<file path="src/sv/dpc_pkg.sv">
`timescale 1ns / 1ps
// ----------------------------------------------------------------------------
// dpc_pkg
// Shared types, constants and register indexes of the debounced pulse counter.
// ----------------------------------------------------------------------------
package dpc_pkg;

   // channel memory
   localparam int CHANNELS    = 16;
   localparam int CHANNEL_W   = 4;
   localparam int STATE_DEPTH = (CHANNELS < (1 << CHANNEL_W)) ? CHANNELS : (1 << CHANNEL_W);
   localparam int IDX_W       = (STATE_DEPTH > 1) ? $clog2(STATE_DEPTH) : 1;

   // field widths
   localparam int DELAY_W = 4;
   localparam int TICK_W  = 16;
   localparam int TIME_W  = 32;
   localparam int IVAL_W  = 16;

   // queue between front and back
   localparam int QUEUE_DEPTH = 2;
   localparam int QPTR_W      = (QUEUE_DEPTH > 1) ? $clog2(QUEUE_DEPTH) : 1;
   localparam int QCNT_W      = $clog2(QUEUE_DEPTH + 1);

   // control port
   localparam int CSR_INDEX_W = 3;
   localparam int CSR_DATA_W  = 16;

   localparam logic [CSR_INDEX_W-1:0] REG_DEBOUNCE_DELAY   = 3'd0;
   localparam logic [CSR_INDEX_W-1:0] REG_INVERT_POLARITY  = 3'd1;
   localparam logic [CSR_INDEX_W-1:0] REG_REPORT_ON_CHANGE = 3'd2;
   localparam logic [CSR_INDEX_W-1:0] REG_COUNTER_MODE     = 3'd3;
   localparam logic [CSR_INDEX_W-1:0] REG_TICK_INTERVAL    = 3'd4;
   localparam logic [CSR_INDEX_W-1:0] REG_TIME_INTERVAL    = 3'd5;

   // commands
   localparam logic CMD_POLL  = 1'b0;
   localparam logic CMD_PRIME = 1'b1;

   typedef struct packed {
      logic [DELAY_W-1:0] debounce_delay;
      logic               invert_polarity;
      logic               report_on_change;
      logic               counter_mode;
      logic [IVAL_W-1:0]  tick_interval;
      logic [IVAL_W-1:0]  time_interval;
   } cfg_type;

   // classified transaction handed from front to back
   typedef struct packed {
      logic                 command;
      logic [CHANNEL_W-1:0] channel;
      logic                 level;
      logic [TIME_W-1:0]    now_seconds;
      logic                 force_req;
      logic                 out_of_range;
   } item_type;

   typedef struct packed {
      logic               raw_level;
      logic               stable_level;
      logic [DELAY_W-1:0] settle_count;
      logic [TICK_W-1:0]  tick_total;
      logic [TICK_W-1:0]  ticks_at_report;
      logic [TIME_W-1:0]  time_at_report;
   } chan_state_type;

   typedef struct packed {
      logic [QCNT_W-1:0] count;
      logic              full;
      logic              empty;
   } queue_status_type;

endpackage

</file>
<file path="src/sv/dpc_channels_if.sv">
`timescale 1ns / 1ps
// ----------------------------------------------------------------------------
// dpc channel interfaces
// Poll request, poll response and register write channels.
// ----------------------------------------------------------------------------
interface dpc_req_if;
   import dpc_pkg::*;
   logic                 valid;
   logic                 ready;
   logic                 command;
   logic [CHANNEL_W-1:0] channel;
   logic                 pin_level;
   logic [TIME_W-1:0]    now_seconds;
   logic                 force_req;

   modport source (output valid, command, channel, pin_level, now_seconds, force_req,
                   input ready);
   modport sink   (input valid, command, channel, pin_level, now_seconds, force_req,
                   output ready);
endinterface

interface dpc_rsp_if;
   import dpc_pkg::*;
   logic                 valid;
   logic                 ready;
   logic [CHANNEL_W-1:0] channel_out;
   logic                 report_now;
   logic                 debounced_level;
   logic                 level_changed;
   logic [TICK_W-1:0]    tick_count;
   logic [TICK_W-1:0]    prior_report_ticks;

   modport source (output valid, channel_out, report_now, debounced_level, level_changed,
                   tick_count, prior_report_ticks, input ready);
   modport sink   (input valid, channel_out, report_now, debounced_level, level_changed,
                   tick_count, prior_report_ticks, output ready);
endinterface

interface dpc_csr_if;
   import dpc_pkg::*;
   logic                   valid;
   logic                   ready;
   logic [CSR_INDEX_W-1:0] index;
   logic [CSR_DATA_W-1:0]  wdata;

   modport source (output valid, index, wdata, input ready);
   modport sink   (input valid, index, wdata, output ready);
endinterface

</file>
<file path="src/sv/dpc_front.sv">
`timescale 1ns / 1ps
// ----------------------------------------------------------------------------
// dpc_front
// Accepts poll transactions, applies polarity and classifies the channel.
// ----------------------------------------------------------------------------
module dpc_front (
   dpc_req_if.sink            req,
   input  logic               invert_polarity,
   output logic               push_valid,
   output dpc_pkg::item_type  push_item,
   input  logic               push_ready
);
   import dpc_pkg::*;

   // pass handshake straight to the queue
   assign push_valid = req.valid;
   assign req.ready  = push_ready;

   // classify: polarity, range check
   always_comb begin
      push_item.command      = req.command;
      push_item.channel      = req.channel;
      push_item.level        = req.pin_level ^ invert_polarity;
      push_item.now_seconds  = req.now_seconds;
      push_item.force_req    = req.force_req;
      push_item.out_of_range = (int'(req.channel) >= CHANNELS);
   end

endmodule

</file>
<file path="src/sv/dpc_queue.sv">
`timescale 1ns / 1ps
// ----------------------------------------------------------------------------
// dpc_queue
// Short FIFO that decouples the front from the channel update stage.
// ----------------------------------------------------------------------------
module dpc_queue (
   input  logic                      clock,
   input  logic                      reset,
   input  logic                      push_valid,
   input  dpc_pkg::item_type         push_item,
   output logic                      push_ready,
   output logic                      pop_valid,
   output dpc_pkg::item_type         pop_item,
   input  logic                      pop_ready,
   output dpc_pkg::queue_status_type status
);
   import dpc_pkg::*;

   item_type          slot_ff [QUEUE_DEPTH];
   logic [QPTR_W-1:0] wr_ptr_ff, wr_ptr_in;
   logic [QPTR_W-1:0] rd_ptr_ff, rd_ptr_in;
   logic [QCNT_W-1:0] count_ff, count_in;
   logic              do_push, do_pop;

   assign push_ready = (count_ff != QCNT_W'(QUEUE_DEPTH));
   assign pop_valid  = (count_ff != '0);
   assign pop_item   = slot_ff[rd_ptr_ff];
   assign do_push    = push_valid && push_ready;
   assign do_pop     = pop_valid && pop_ready;

   assign status.count = count_ff;
   assign status.full  = !push_ready;
   assign status.empty = !pop_valid;

   // pointer wrap
   function automatic logic [QPTR_W-1:0] next_ptr(input logic [QPTR_W-1:0] p);
      logic [QPTR_W-1:0] r;
      if (p == QPTR_W'(QUEUE_DEPTH - 1)) r = '0;
      else                               r = p + 1'b1;
      return r;
   endfunction

   always_comb begin
      wr_ptr_in = do_push ? next_ptr(wr_ptr_ff) : wr_ptr_ff;
      rd_ptr_in = do_pop  ? next_ptr(rd_ptr_ff) : rd_ptr_ff;
      count_in  = count_ff;
      if (do_push && !do_pop) count_in = count_ff + 1'b1;
      if (do_pop && !do_push) count_in = count_ff - 1'b1;
   end

   always_ff @(posedge clock) begin
      if (reset) begin
         wr_ptr_ff <= '0;
         rd_ptr_ff <= '0;
         count_ff  <= '0;
      end else begin
         wr_ptr_ff <= wr_ptr_in;
         rd_ptr_ff <= rd_ptr_in;
         count_ff  <= count_in;
      end
   end

   // storage, no reset
   always_ff @(posedge clock) begin
      if (do_push) slot_ff[wr_ptr_ff] <= push_item;
   end

endmodule

</file>
<file path="src/sv/dpc_back.sv">
`timescale 1ns / 1ps
// ----------------------------------------------------------------------------
// dpc_back
// Per-channel debounce, tick count; one state RMW per cycle unless stalled.
// ----------------------------------------------------------------------------
module dpc_back (
   input  logic              clock,
   input  logic              reset,
   input  dpc_pkg::cfg_type  cfg,
   input  logic              pop_valid,
   input  dpc_pkg::item_type pop_item,
   output logic              pop_ready,
   dpc_rsp_if.source         rsp
);
   import dpc_pkg::*;

   chan_state_type state_ff [STATE_DEPTH];
   chan_state_type rd, wr;
   logic           wr_en;
   logic [IDX_W-1:0] idx;

   logic                 rsp_valid_ff, rsp_valid_in;
   logic [CHANNEL_W-1:0] channel_ff;
   logic                 report_ff, report_in;
   logic                 level_ff, level_in;
   logic                 changed_ff, changed_in;
   logic [TICK_W-1:0]    tick_ff, tick_in;
   logic [TICK_W-1:0]    prior_ff, prior_in;

   logic              take;
   logic [DELAY_W-1:0] settle_n;
   logic              chg, tick, by_ticks, by_time;
   logic [TICK_W-1:0] tick_n, tick_gap;
   logic [TIME_W:0]   deadline;

   assign idx       = pop_item.channel[IDX_W-1:0];
   assign rd        = state_ff[idx];
   assign pop_ready = !rsp_valid_ff || rsp.ready;
   assign take      = pop_valid && pop_ready;

   // channel update
   always_comb begin
      wr         = rd;
      wr_en      = 1'b0;
      report_in  = 1'b0;
      changed_in = 1'b0;
      level_in   = 1'b0;
      tick_in    = '0;
      prior_in   = '0;
      settle_n   = '0;
      chg        = 1'b0;
      tick       = 1'b0;
      tick_n     = rd.tick_total;
      tick_gap   = '0;
      by_ticks   = 1'b0;
      by_time    = 1'b0;
      deadline   = {1'b0, rd.time_at_report} + (TIME_W+1)'(cfg.time_interval);

      if (!pop_item.out_of_range) begin
         wr_en    = take;
         prior_in = rd.ticks_at_report;
         if (pop_item.command == CMD_PRIME) begin
            // prime: load levels, clear settle count, keep tick counters
            wr.raw_level    = pop_item.level;
            wr.stable_level = pop_item.level;
            wr.settle_count = '0;
         end else begin
            // debounce
            if (rd.raw_level == pop_item.level) begin
               settle_n = (rd.raw_level != rd.stable_level) ? rd.settle_count + 1'b1
                                                            : rd.settle_count;
            end else begin
               settle_n = '0;
            end
            wr.raw_level    = pop_item.level;
            wr.settle_count = settle_n;
            chg = (pop_item.level != rd.stable_level) && (cfg.debounce_delay <= settle_n);
            if (chg) wr.stable_level = pop_item.level;
            changed_in = chg;

            if (cfg.counter_mode) begin
               // rising edge counting and report triggers
               tick     = chg && pop_item.level;
               tick_n   = tick ? rd.tick_total + 1'b1 : rd.tick_total;
               tick_gap = tick_n - rd.ticks_at_report;
               by_ticks = tick && ((tick_n == '0) ||
                          ((cfg.tick_interval != '0) && (tick_gap >= cfg.tick_interval)));
               by_time  = (cfg.time_interval != '0) &&
                          (deadline < {1'b0, pop_item.now_seconds});
               wr.tick_total = tick_n;
               if (by_ticks || by_time) begin
                  report_in          = 1'b1;
                  wr.ticks_at_report = tick_n;
                  wr.time_at_report  = pop_item.now_seconds;
               end
            end else begin
               report_in = (chg && cfg.report_on_change) || pop_item.force_req;
            end
         end
         level_in = wr.stable_level;
         tick_in  = wr.tick_total;
      end
   end

   // channel memory, cleared by reset
   always_ff @(posedge clock) begin
      if (reset) begin
         for (int i = 0; i < STATE_DEPTH; i++) state_ff[i] <= '0;
      end else if (wr_en) begin
         state_ff[idx] <= wr;
      end
   end

   // output register
   assign rsp_valid_in = take || (rsp_valid_ff && !rsp.ready);

   always_ff @(posedge clock) begin
      if (reset) begin
         rsp_valid_ff <= 1'b0;
      end else begin
         rsp_valid_ff <= rsp_valid_in;
      end
   end

   always_ff @(posedge clock) begin
      if (take) begin
         channel_ff <= pop_item.channel;
         report_ff  <= report_in;
         level_ff   <= level_in;
         changed_ff <= changed_in;
         tick_ff    <= tick_in;
         prior_ff   <= prior_in;
      end
   end

   assign rsp.valid              = rsp_valid_ff;
   assign rsp.channel_out        = channel_ff;
   assign rsp.report_now         = report_ff;
   assign rsp.debounced_level    = level_ff;
   assign rsp.level_changed      = changed_ff;
   assign rsp.tick_count         = tick_ff;
   assign rsp.prior_report_ticks = prior_ff;

endmodule

</file>
<file path="src/sv/debounced_pulse_counter_channels.sv">
`timescale 1ns / 1ps
// ----------------------------------------------------------------------------
// debounced_pulse_counter_channels
// Multi-channel pin debouncer with rising-edge tick counting and reporting.
// ----------------------------------------------------------------------------
// Usage:
//   req  : one poll (or prime) transaction per channel sample, valid/ready.
//   rsp  : exactly one result per request, in request order, valid/ready.
//   csr  : register writes (index, wdata); always ready, write only while
//          no transaction is outstanding.
// An accepted request is written into the queue, then read out through the
//   update stage into the response register, where its response turns valid.
// Throughput: one transaction per cycle unless the receiver stalls; the limit
//   is the read-modify-write of the channel state in the update stage.
// A two-entry queue separates the request side from the update stage, and
//   the response register holds a result while the receiver stalls; the
//   request side keeps accepting until the queue fills.
// Reset: synchronous; clears config, queue pointers, response valid and all
//   channel state entries in the same cycle; ready on the cycle after reset.
// ----------------------------------------------------------------------------
module debounced_pulse_counter_channels (
   input logic       clock,
   input logic       reset,
   dpc_req_if.sink   req,
   dpc_rsp_if.source rsp,
   dpc_csr_if.sink   csr
);
   import dpc_pkg::*;

   cfg_type          cfg_ff;
   logic             push_valid, push_ready;
   item_type         push_item;
   logic             pop_valid, pop_ready;
   item_type         pop_item;
   queue_status_type q_stat;

   // register file
   assign csr.ready = 1'b1;

   always_ff @(posedge clock) begin
      if (reset) begin
         cfg_ff <= '0;
      end else if (csr.valid && csr.ready) begin
         case (csr.index)
            REG_DEBOUNCE_DELAY:   cfg_ff.debounce_delay   <= csr.wdata[DELAY_W-1:0];
            REG_INVERT_POLARITY:  cfg_ff.invert_polarity  <= csr.wdata[0];
            REG_REPORT_ON_CHANGE: cfg_ff.report_on_change <= csr.wdata[0];
            REG_COUNTER_MODE:     cfg_ff.counter_mode     <= csr.wdata[0];
            REG_TICK_INTERVAL:    cfg_ff.tick_interval    <= csr.wdata[IVAL_W-1:0];
            REG_TIME_INTERVAL:    cfg_ff.time_interval    <= csr.wdata[IVAL_W-1:0];
            default: begin
            end
         endcase
      end
   end

   dpc_front u_front (
      .req             (req),
      .invert_polarity (cfg_ff.invert_polarity),
      .push_valid      (push_valid),
      .push_item       (push_item),
      .push_ready      (push_ready)
   );

   dpc_queue u_queue (
      .clock      (clock),
      .reset      (reset),
      .push_valid (push_valid),
      .push_item  (push_item),
      .push_ready (push_ready),
      .pop_valid  (pop_valid),
      .pop_item   (pop_item),
      .pop_ready  (pop_ready),
      .status     (q_stat)
   );

   dpc_back u_back (
      .clock     (clock),
      .reset     (reset),
      .cfg       (cfg_ff),
      .pop_valid (pop_valid),
      .pop_item  (pop_item),
      .pop_ready (pop_ready),
      .rsp       (rsp)
   );

`ifndef SYNTHESIS
   // a request into an empty block comes out through the queue and response register
   a_latency: assert property (@(posedge clock) disable iff (reset)
      (req.valid && req.ready && q_stat.empty && !rsp.valid) |=> ##1 rsp.valid)
      else $error("response not valid two cycles after request into empty block");

   // requests are refused only when the queue is full
   a_ready: assert property (@(posedge clock) disable iff (reset)
      !req.ready |-> q_stat.full)
      else $error("request side stalled with room in the queue");

   // no response straight out of reset
   a_reset: assert property (@(posedge clock)
      $past(reset) |-> !rsp.valid)
      else $error("response valid right after reset");
`endif

endmodule
</file>
<file path="src/flat_wrapper.sv">
// flat-port wrapper written by rule: the top's interface ports become plain ports
module debounced_pulse_counter_channels_flat import dpc_pkg::*;
  (clock, reset, req_valid, req_command, req_channel, req_pin_level, req_now_seconds, req_force_req, req_ready, rsp_valid, rsp_channel_out, rsp_report_now, rsp_debounced_level, rsp_level_changed, rsp_tick_count, rsp_prior_report_ticks, rsp_ready, csr_valid, csr_index, csr_wdata, csr_ready);
  dpc_req_if req_i ();
  dpc_rsp_if rsp_i ();
  dpc_csr_if csr_i ();
  input logic clock;
  input logic reset;
  input wire logic [$bits(req_i.valid)-1:0] req_valid;
  input wire logic [$bits(req_i.command)-1:0] req_command;
  input wire logic [$bits(req_i.channel)-1:0] req_channel;
  input wire logic [$bits(req_i.pin_level)-1:0] req_pin_level;
  input wire logic [$bits(req_i.now_seconds)-1:0] req_now_seconds;
  input wire logic [$bits(req_i.force_req)-1:0] req_force_req;
  output wire logic [$bits(req_i.ready)-1:0] req_ready;
  output wire logic [$bits(rsp_i.valid)-1:0] rsp_valid;
  output wire logic [$bits(rsp_i.channel_out)-1:0] rsp_channel_out;
  output wire logic [$bits(rsp_i.report_now)-1:0] rsp_report_now;
  output wire logic [$bits(rsp_i.debounced_level)-1:0] rsp_debounced_level;
  output wire logic [$bits(rsp_i.level_changed)-1:0] rsp_level_changed;
  output wire logic [$bits(rsp_i.tick_count)-1:0] rsp_tick_count;
  output wire logic [$bits(rsp_i.prior_report_ticks)-1:0] rsp_prior_report_ticks;
  input wire logic [$bits(rsp_i.ready)-1:0] rsp_ready;
  input wire logic [$bits(csr_i.valid)-1:0] csr_valid;
  input wire logic [$bits(csr_i.index)-1:0] csr_index;
  input wire logic [$bits(csr_i.wdata)-1:0] csr_wdata;
  output wire logic [$bits(csr_i.ready)-1:0] csr_ready;
  assign req_i.valid = req_valid;
  assign req_i.command = req_command;
  assign req_i.channel = req_channel;
  assign req_i.pin_level = req_pin_level;
  assign req_i.now_seconds = req_now_seconds;
  assign req_i.force_req = req_force_req;
  assign req_ready = req_i.ready;
  assign rsp_valid = rsp_i.valid;
  assign rsp_channel_out = rsp_i.channel_out;
  assign rsp_report_now = rsp_i.report_now;
  assign rsp_debounced_level = rsp_i.debounced_level;
  assign rsp_level_changed = rsp_i.level_changed;
  assign rsp_tick_count = rsp_i.tick_count;
  assign rsp_prior_report_ticks = rsp_i.prior_report_ticks;
  assign rsp_i.ready = rsp_ready;
  assign csr_i.valid = csr_valid;
  assign csr_i.index = csr_index;
  assign csr_i.wdata = csr_wdata;
  assign csr_ready = csr_i.ready;
  debounced_pulse_counter_channels u_core (.clock(clock), .reset(reset), .req(req_i), .rsp(rsp_i), .csr(csr_i));
endmodule
</file>
<file path="config.mk">
export PLATFORM = sky130hd
export DESIGN_NAME = debounced_pulse_counter_channels_flat
export DESIGN_NICKNAME = d
export VERILOG_FILES = /design/src/sv/dpc_pkg.sv /design/src/sv/dpc_channels_if.sv /design/src/sv/dpc_front.sv /design/src/sv/dpc_queue.sv /design/src/sv/dpc_back.sv /design/src/sv/debounced_pulse_counter_channels.sv /design/src/flat_wrapper.sv
export SDC_FILE = /design/constraint.sdc
export NUM_CORES = 2
export LEC_CHECK = 0
export ABC_AREA = 1
export BUFFER_PORTS_ARGS = -buffer_cell sky130_fd_sc_hd__buf_2
export CAP_MARGIN = 20
export CORE_ASPECT_RATIO = 0.6
export CORE_MARGIN = 3
export CORE_UTILIZATION = 35
export CTS_BUF_LIST = sky130_fd_sc_hd__clkbuf_2 sky130_fd_sc_hd__clkbuf_4 sky130_fd_sc_hd__clkbuf_8
export DETAILED_ROUTE_END_ITERATION = 10
export SYNTH_ARGS = -nofsm -noshare
export SYNTH_HDL_FRONTEND = slang
export SYNTH_SLANG_ARGS = --single-unit
</file>
<file path="constraint.sdc">
create_clock -name clock -period 13.14 [get_ports clock]
set_clock_uncertainty 0.05 [all_clocks]
set_input_delay 1.314 -clock clock [delete_from_list [all_inputs] [get_ports clock]]
set_output_delay 1.314 -clock clock [all_outputs]
set_load 0.05 [all_outputs]
</file>
==> results.json <==
{
  "cts_root_buf": "clkbuf_8",
  "synth_area_leaders": "edfxtp_1 (64%), nand2_1 (7.8%), nor2_1 (7.5%), a22oi_1 (5.2%), ha_1 (1.8%)",
  "dieWidth_um": 531,
  "synth_nets": 5542,
  "holdBufCountCts": 0,
  "gp_congestion": 0.926,
  "finalMaxSlewViolations": 0,
  "final_util_pct": 39.5,
  "cts_buffers": 191,
  "synth_common_cells": "edfxtp_1 (1237), nand2_1 (1198), nor2_1 (1164), a22oi_1 (400), clkbuf_1 (210)",
  "routedWlPerCell_um": 26.3,
  "crit_fanout": 33,
  "path_class": "reg -> reg",
  "grtUsageTotal_pct": 23.5,
  "cts_tree": "built",
  "max_slew.worst_pin.slew_ns": 1.35,
  "grt_pass1_wl_mm": 292,
  "clockBufferDepth": 3,
  "yosysSeqAreaShare_pct": 65.7,
  "grt_max_degree": 108,
  "antenna_found_initial": 12,
  "start_util_pct": 35.6,
  "wl_mm": 204,
  "end_kind": "flop",
  "grt_overflow_total": 0,
  "nets": 5539,
  "post-route-period-util_pct": 85.2,
  "vias": 43000,
  "synth_enable_flop_cells": 1237,
  "critPathLaunchType": "flop",
  "core_um2": 163000,
  "power-per-cell-area_nw_per_um2": 245,
  "cpPeakStageDelay_ns": 0.78,
  "fp-row-count": 114,
  "clk_pin_slew_worst_paths_ns": 0.06,
  "syn_inst": 5392,
  "avgSynthCellArea_um2": 10.7,
  "first_pass_iters": 8,
  "cpMaxStageDelayCell": "nand2_2",
  "hold_violations": 0,
  "path_depth": 55,
  "cap_violations": 0,
  "synth_area_leader_cell": "edfxtp_1",
  "status": "completed",
  "final-setup-viol-count": 0,
  "die_h_um": 321,
  "clk_latency_ns": 0.96,
  "fin_crit_ns": 11.20,
  "synthFlopType": "edfxtp_1",
  "synthToLayoutAreaGrowth_pct": 10.9,
  "async_flop_share_pct": 0,
  "vias_per_cell": 5.54,
  "cts.sinks": 1282,
  "grt_pass1_vias": 40700,
  "yosysWarnings": 0,
  "drc_errors": 0,
  "slew_headroom_pct": 9.27,
  "ff2ff_setup_slack_ns": 1.94,
  "cp_top_family": "simple AND/OR/NAND/NOR gates",
  "worst-r2r-cell-count": 55,
  "ys_types": 55,
  "arrival_ns": 11.78,
  "synth.cell_area_um2": 57900,
  "synth_top_cell_area_share_pct": 64.1,
  "place_hpwl_mm": 114,
  "fin_tns_setup_ns": 0,
  "rsz0062_at_grt": "false",
  "postRouteAntennaNets": 0,
  "worstHoldPathType": "reg -> reg",
  "htree_levels": 4,
  "endpoint": "u_core.u_back.state_ff[6][34]$_SDFFCE_PN0P_",
  "synth-seq-cells": 1282,
  "ios": 105,
  "fmax_mhz": 89.3,
  "drive_above_1_share_pct": 12.6,
  "post_cts_buffers": 0,
  "peakVddDrop_mv": 0.182,
  "io_buffers": 103,
  "ctsResizeCount": 0,
  "critPathRequiredTime_ns": 13.73,
  "drt-initial-drc-count": 6490,
  "crit_buf_inv": 7,
  "yosysMostFrequentCell": "edfxtp_1",
  "p_leak_nw": 24.2,
  "dieArea_um2": 171000,
  "path_common_cell": "nand2_1",
  "worstReg2RegEnd": "u_core.u_back.state_ff[6][34]$_SDFFCE_PN0P_"
}
-- cell usage in the layout, fill, tap and decap left out, types with 4 or more instances in the layout --
cell | synthesis | final
nand2_4 | 13 | 45
nor2_4 | 1 | 10
o21ai_0 | 93 | 93
nand3_1 | 132 | 132
dfxtp_1 | 45 | 44
clkbuf_4 | 0 | 83
nand2_2 | 34 | 34
clkinvlp_4 | 0 | 4
diode_2 | 0 | 9
inv_1 | 183 | 181
inv_2 | 13 | 14
buf_2 | 78 | 103
nand2_1 | 1198 | 1166
clkbuf_8 | 0 | 197
a21oi_1 | 78 | 78
a211oi_1 | 4 | 4
nor3_1 | 10 | 10
nor4_1 | 8 | 8
clkinv_2 | 0 | 17
nor2_1 | 1164 | 1158
mux2i_1 | 32 | 32
clkinv_8 | 0 | 5
o22ai_1 | 33 | 33
ha_1 | 85 | 85
bufinv_16 | 0 | 6
a31oi_1 | 4 | 4
nand4_1 | 77 | 77
a22oi_1 | 400 | 400
xor2_1 | 39 | 39
xnor2_1 | 8 | 8
edfxtp_1 | 1237 | 1237
buf_4 | 46 | 73
nor2_2 | 85 | 82
clkinv_1 | 2 | 40
-- layer usage --
layer,track usage (%),vias to the layer above,share of wire [%]
li1,-,18600,-
met1,34.2,21100,41
met2,34.1,2904,43
met3,6.30,376,13
met4,7.03,2,2.8
met5,0,-,0.0064
-- flip-flops by register name, indices dropped and copies added, names as in the netlist, named ones only --
signal                                cells
u_core.u_queue.slot_ff                   78
u_core.u_back.rsp.channel_out             4
u_core.u_back.rsp.level_changed           1
u_core.cfg_ff                            39
u_core.u_queue.count_ff                   2
u_core.u_back.rsp.valid                   1
u_core.u_back.rsp.debounced_level         1
u_core.u_queue.rd_ptr_ff                  1
u_core.u_back.rsp.prior_report_ticks     16
u_core.u_back.rsp.tick_count             16
u_core.u_queue.wr_ptr_ff                  1
u_core.u_back.rsp.report_now              1
u_core.u_back.state_ff                 1120
-- worst reg2reg max path: cells and delay by family, from the launching register on --
kind,cells,cell delay [ns]
adder cells (fa/ha/maj),3,0.95
buffers and inverters,7,1.90
AO/OA/AOI/OAI,12,2.56
AND/OR/NAND/NOR,31,4.58
flip-flops,1,0.45
XOR/XNOR,2,0.43
-- power breakdown --
| part | switching, W | internal [W] |
|---|---|---|
| clock network | 0.00166 | 0.00175 |
| registers | 0.000109 | 0.00493 |
| logic | 0.00559 | 0.00169 |
-- cell families (layout without fill, tap and decap cells) --
| kind of cell | count (synthesis) | in the layout | share of synthesized area [%] |
|---|---|---|---|
| and+or+nand+nor | 2732 | 2732 | 19.2 |
| DFF | 1282 | 1282 | 65.7 |
| AOI/OAI and AO/OA | 633 | 633 | 7.41 |
| buffers and inverters | 577 | 735 | 4.49 |
| adders and majority gates | 87 | 87 | 1.91 |
| xor gates and xnor gates | 48 | 48 | 0.739 |
| muxes | 32 | 32 | 0.553 |
| other | 1 | 10 | 0.00648 |
-- how the worst min path moves through the flow --
| stage | startpoint | endpoint | slack (ns) | cells past startpoint |
|---|---|---|---|---|
| 2_1_floorplan | u_core.u_queue.rd_ptr_ff$_SDFFE_PP0P_ | flop | 0.38 | 1 |
| 3_3_place_gp | u_core.u_queue.rd_ptr_ff$_SDFFE_PP0P_ | flop | 0.38 | 1 |
| 3_5_place_dp | u_core.u_queue.rd_ptr_ff$_SDFFE_PP0P_ | flop | 0.39 | 1 |
| 4_1_cts | u_core.u_queue.rd_ptr_ff$_SDFFE_PP0P_ | flop | 0.40 | 1 |
| 5_1_grt | u_core.u_queue.rd_ptr_ff$_SDFFE_PP0P_ | flop | 0.43 | 1 |
| 6_report | u_core.u_queue.rd_ptr_ff$_SDFFE_PP0P_ | flop | 0.41 | 1 |
-- cell type report --
cell class | count | area [um2]
Antenna cell | 9 | 22.5
Clock buffer | 278 | 3320
Clock inverter | 76 | 579
Fill cell | 15600 | 98500
Inverter | 199 | 754
Multi-Input combinational cell | 3533 | 17600
Sequential cell | 1282 | 38000
Tap cell | 2204 | 2760
Timing Repair Buffer | 182 | 1170
-- per-stage QoR --
step	cell area, um2	cells	power, W	hold WS, ns	worst slack [ns]
after floorplan	57900	5392	0.00994	0.376	5.26
after global placement	60200	7395	0.0121	0.385	2.42
after detailed placement	60200	7397	0.0122	0.392	2.34
after CTS	64100	7751	0.0156	0.404	2.24
after global routing	64200	7759	0.0165	0.434	1.13
final	64200	7763	0.0157	0.410	1.94
No activity file was read; power rests on OpenSTA's default activity.
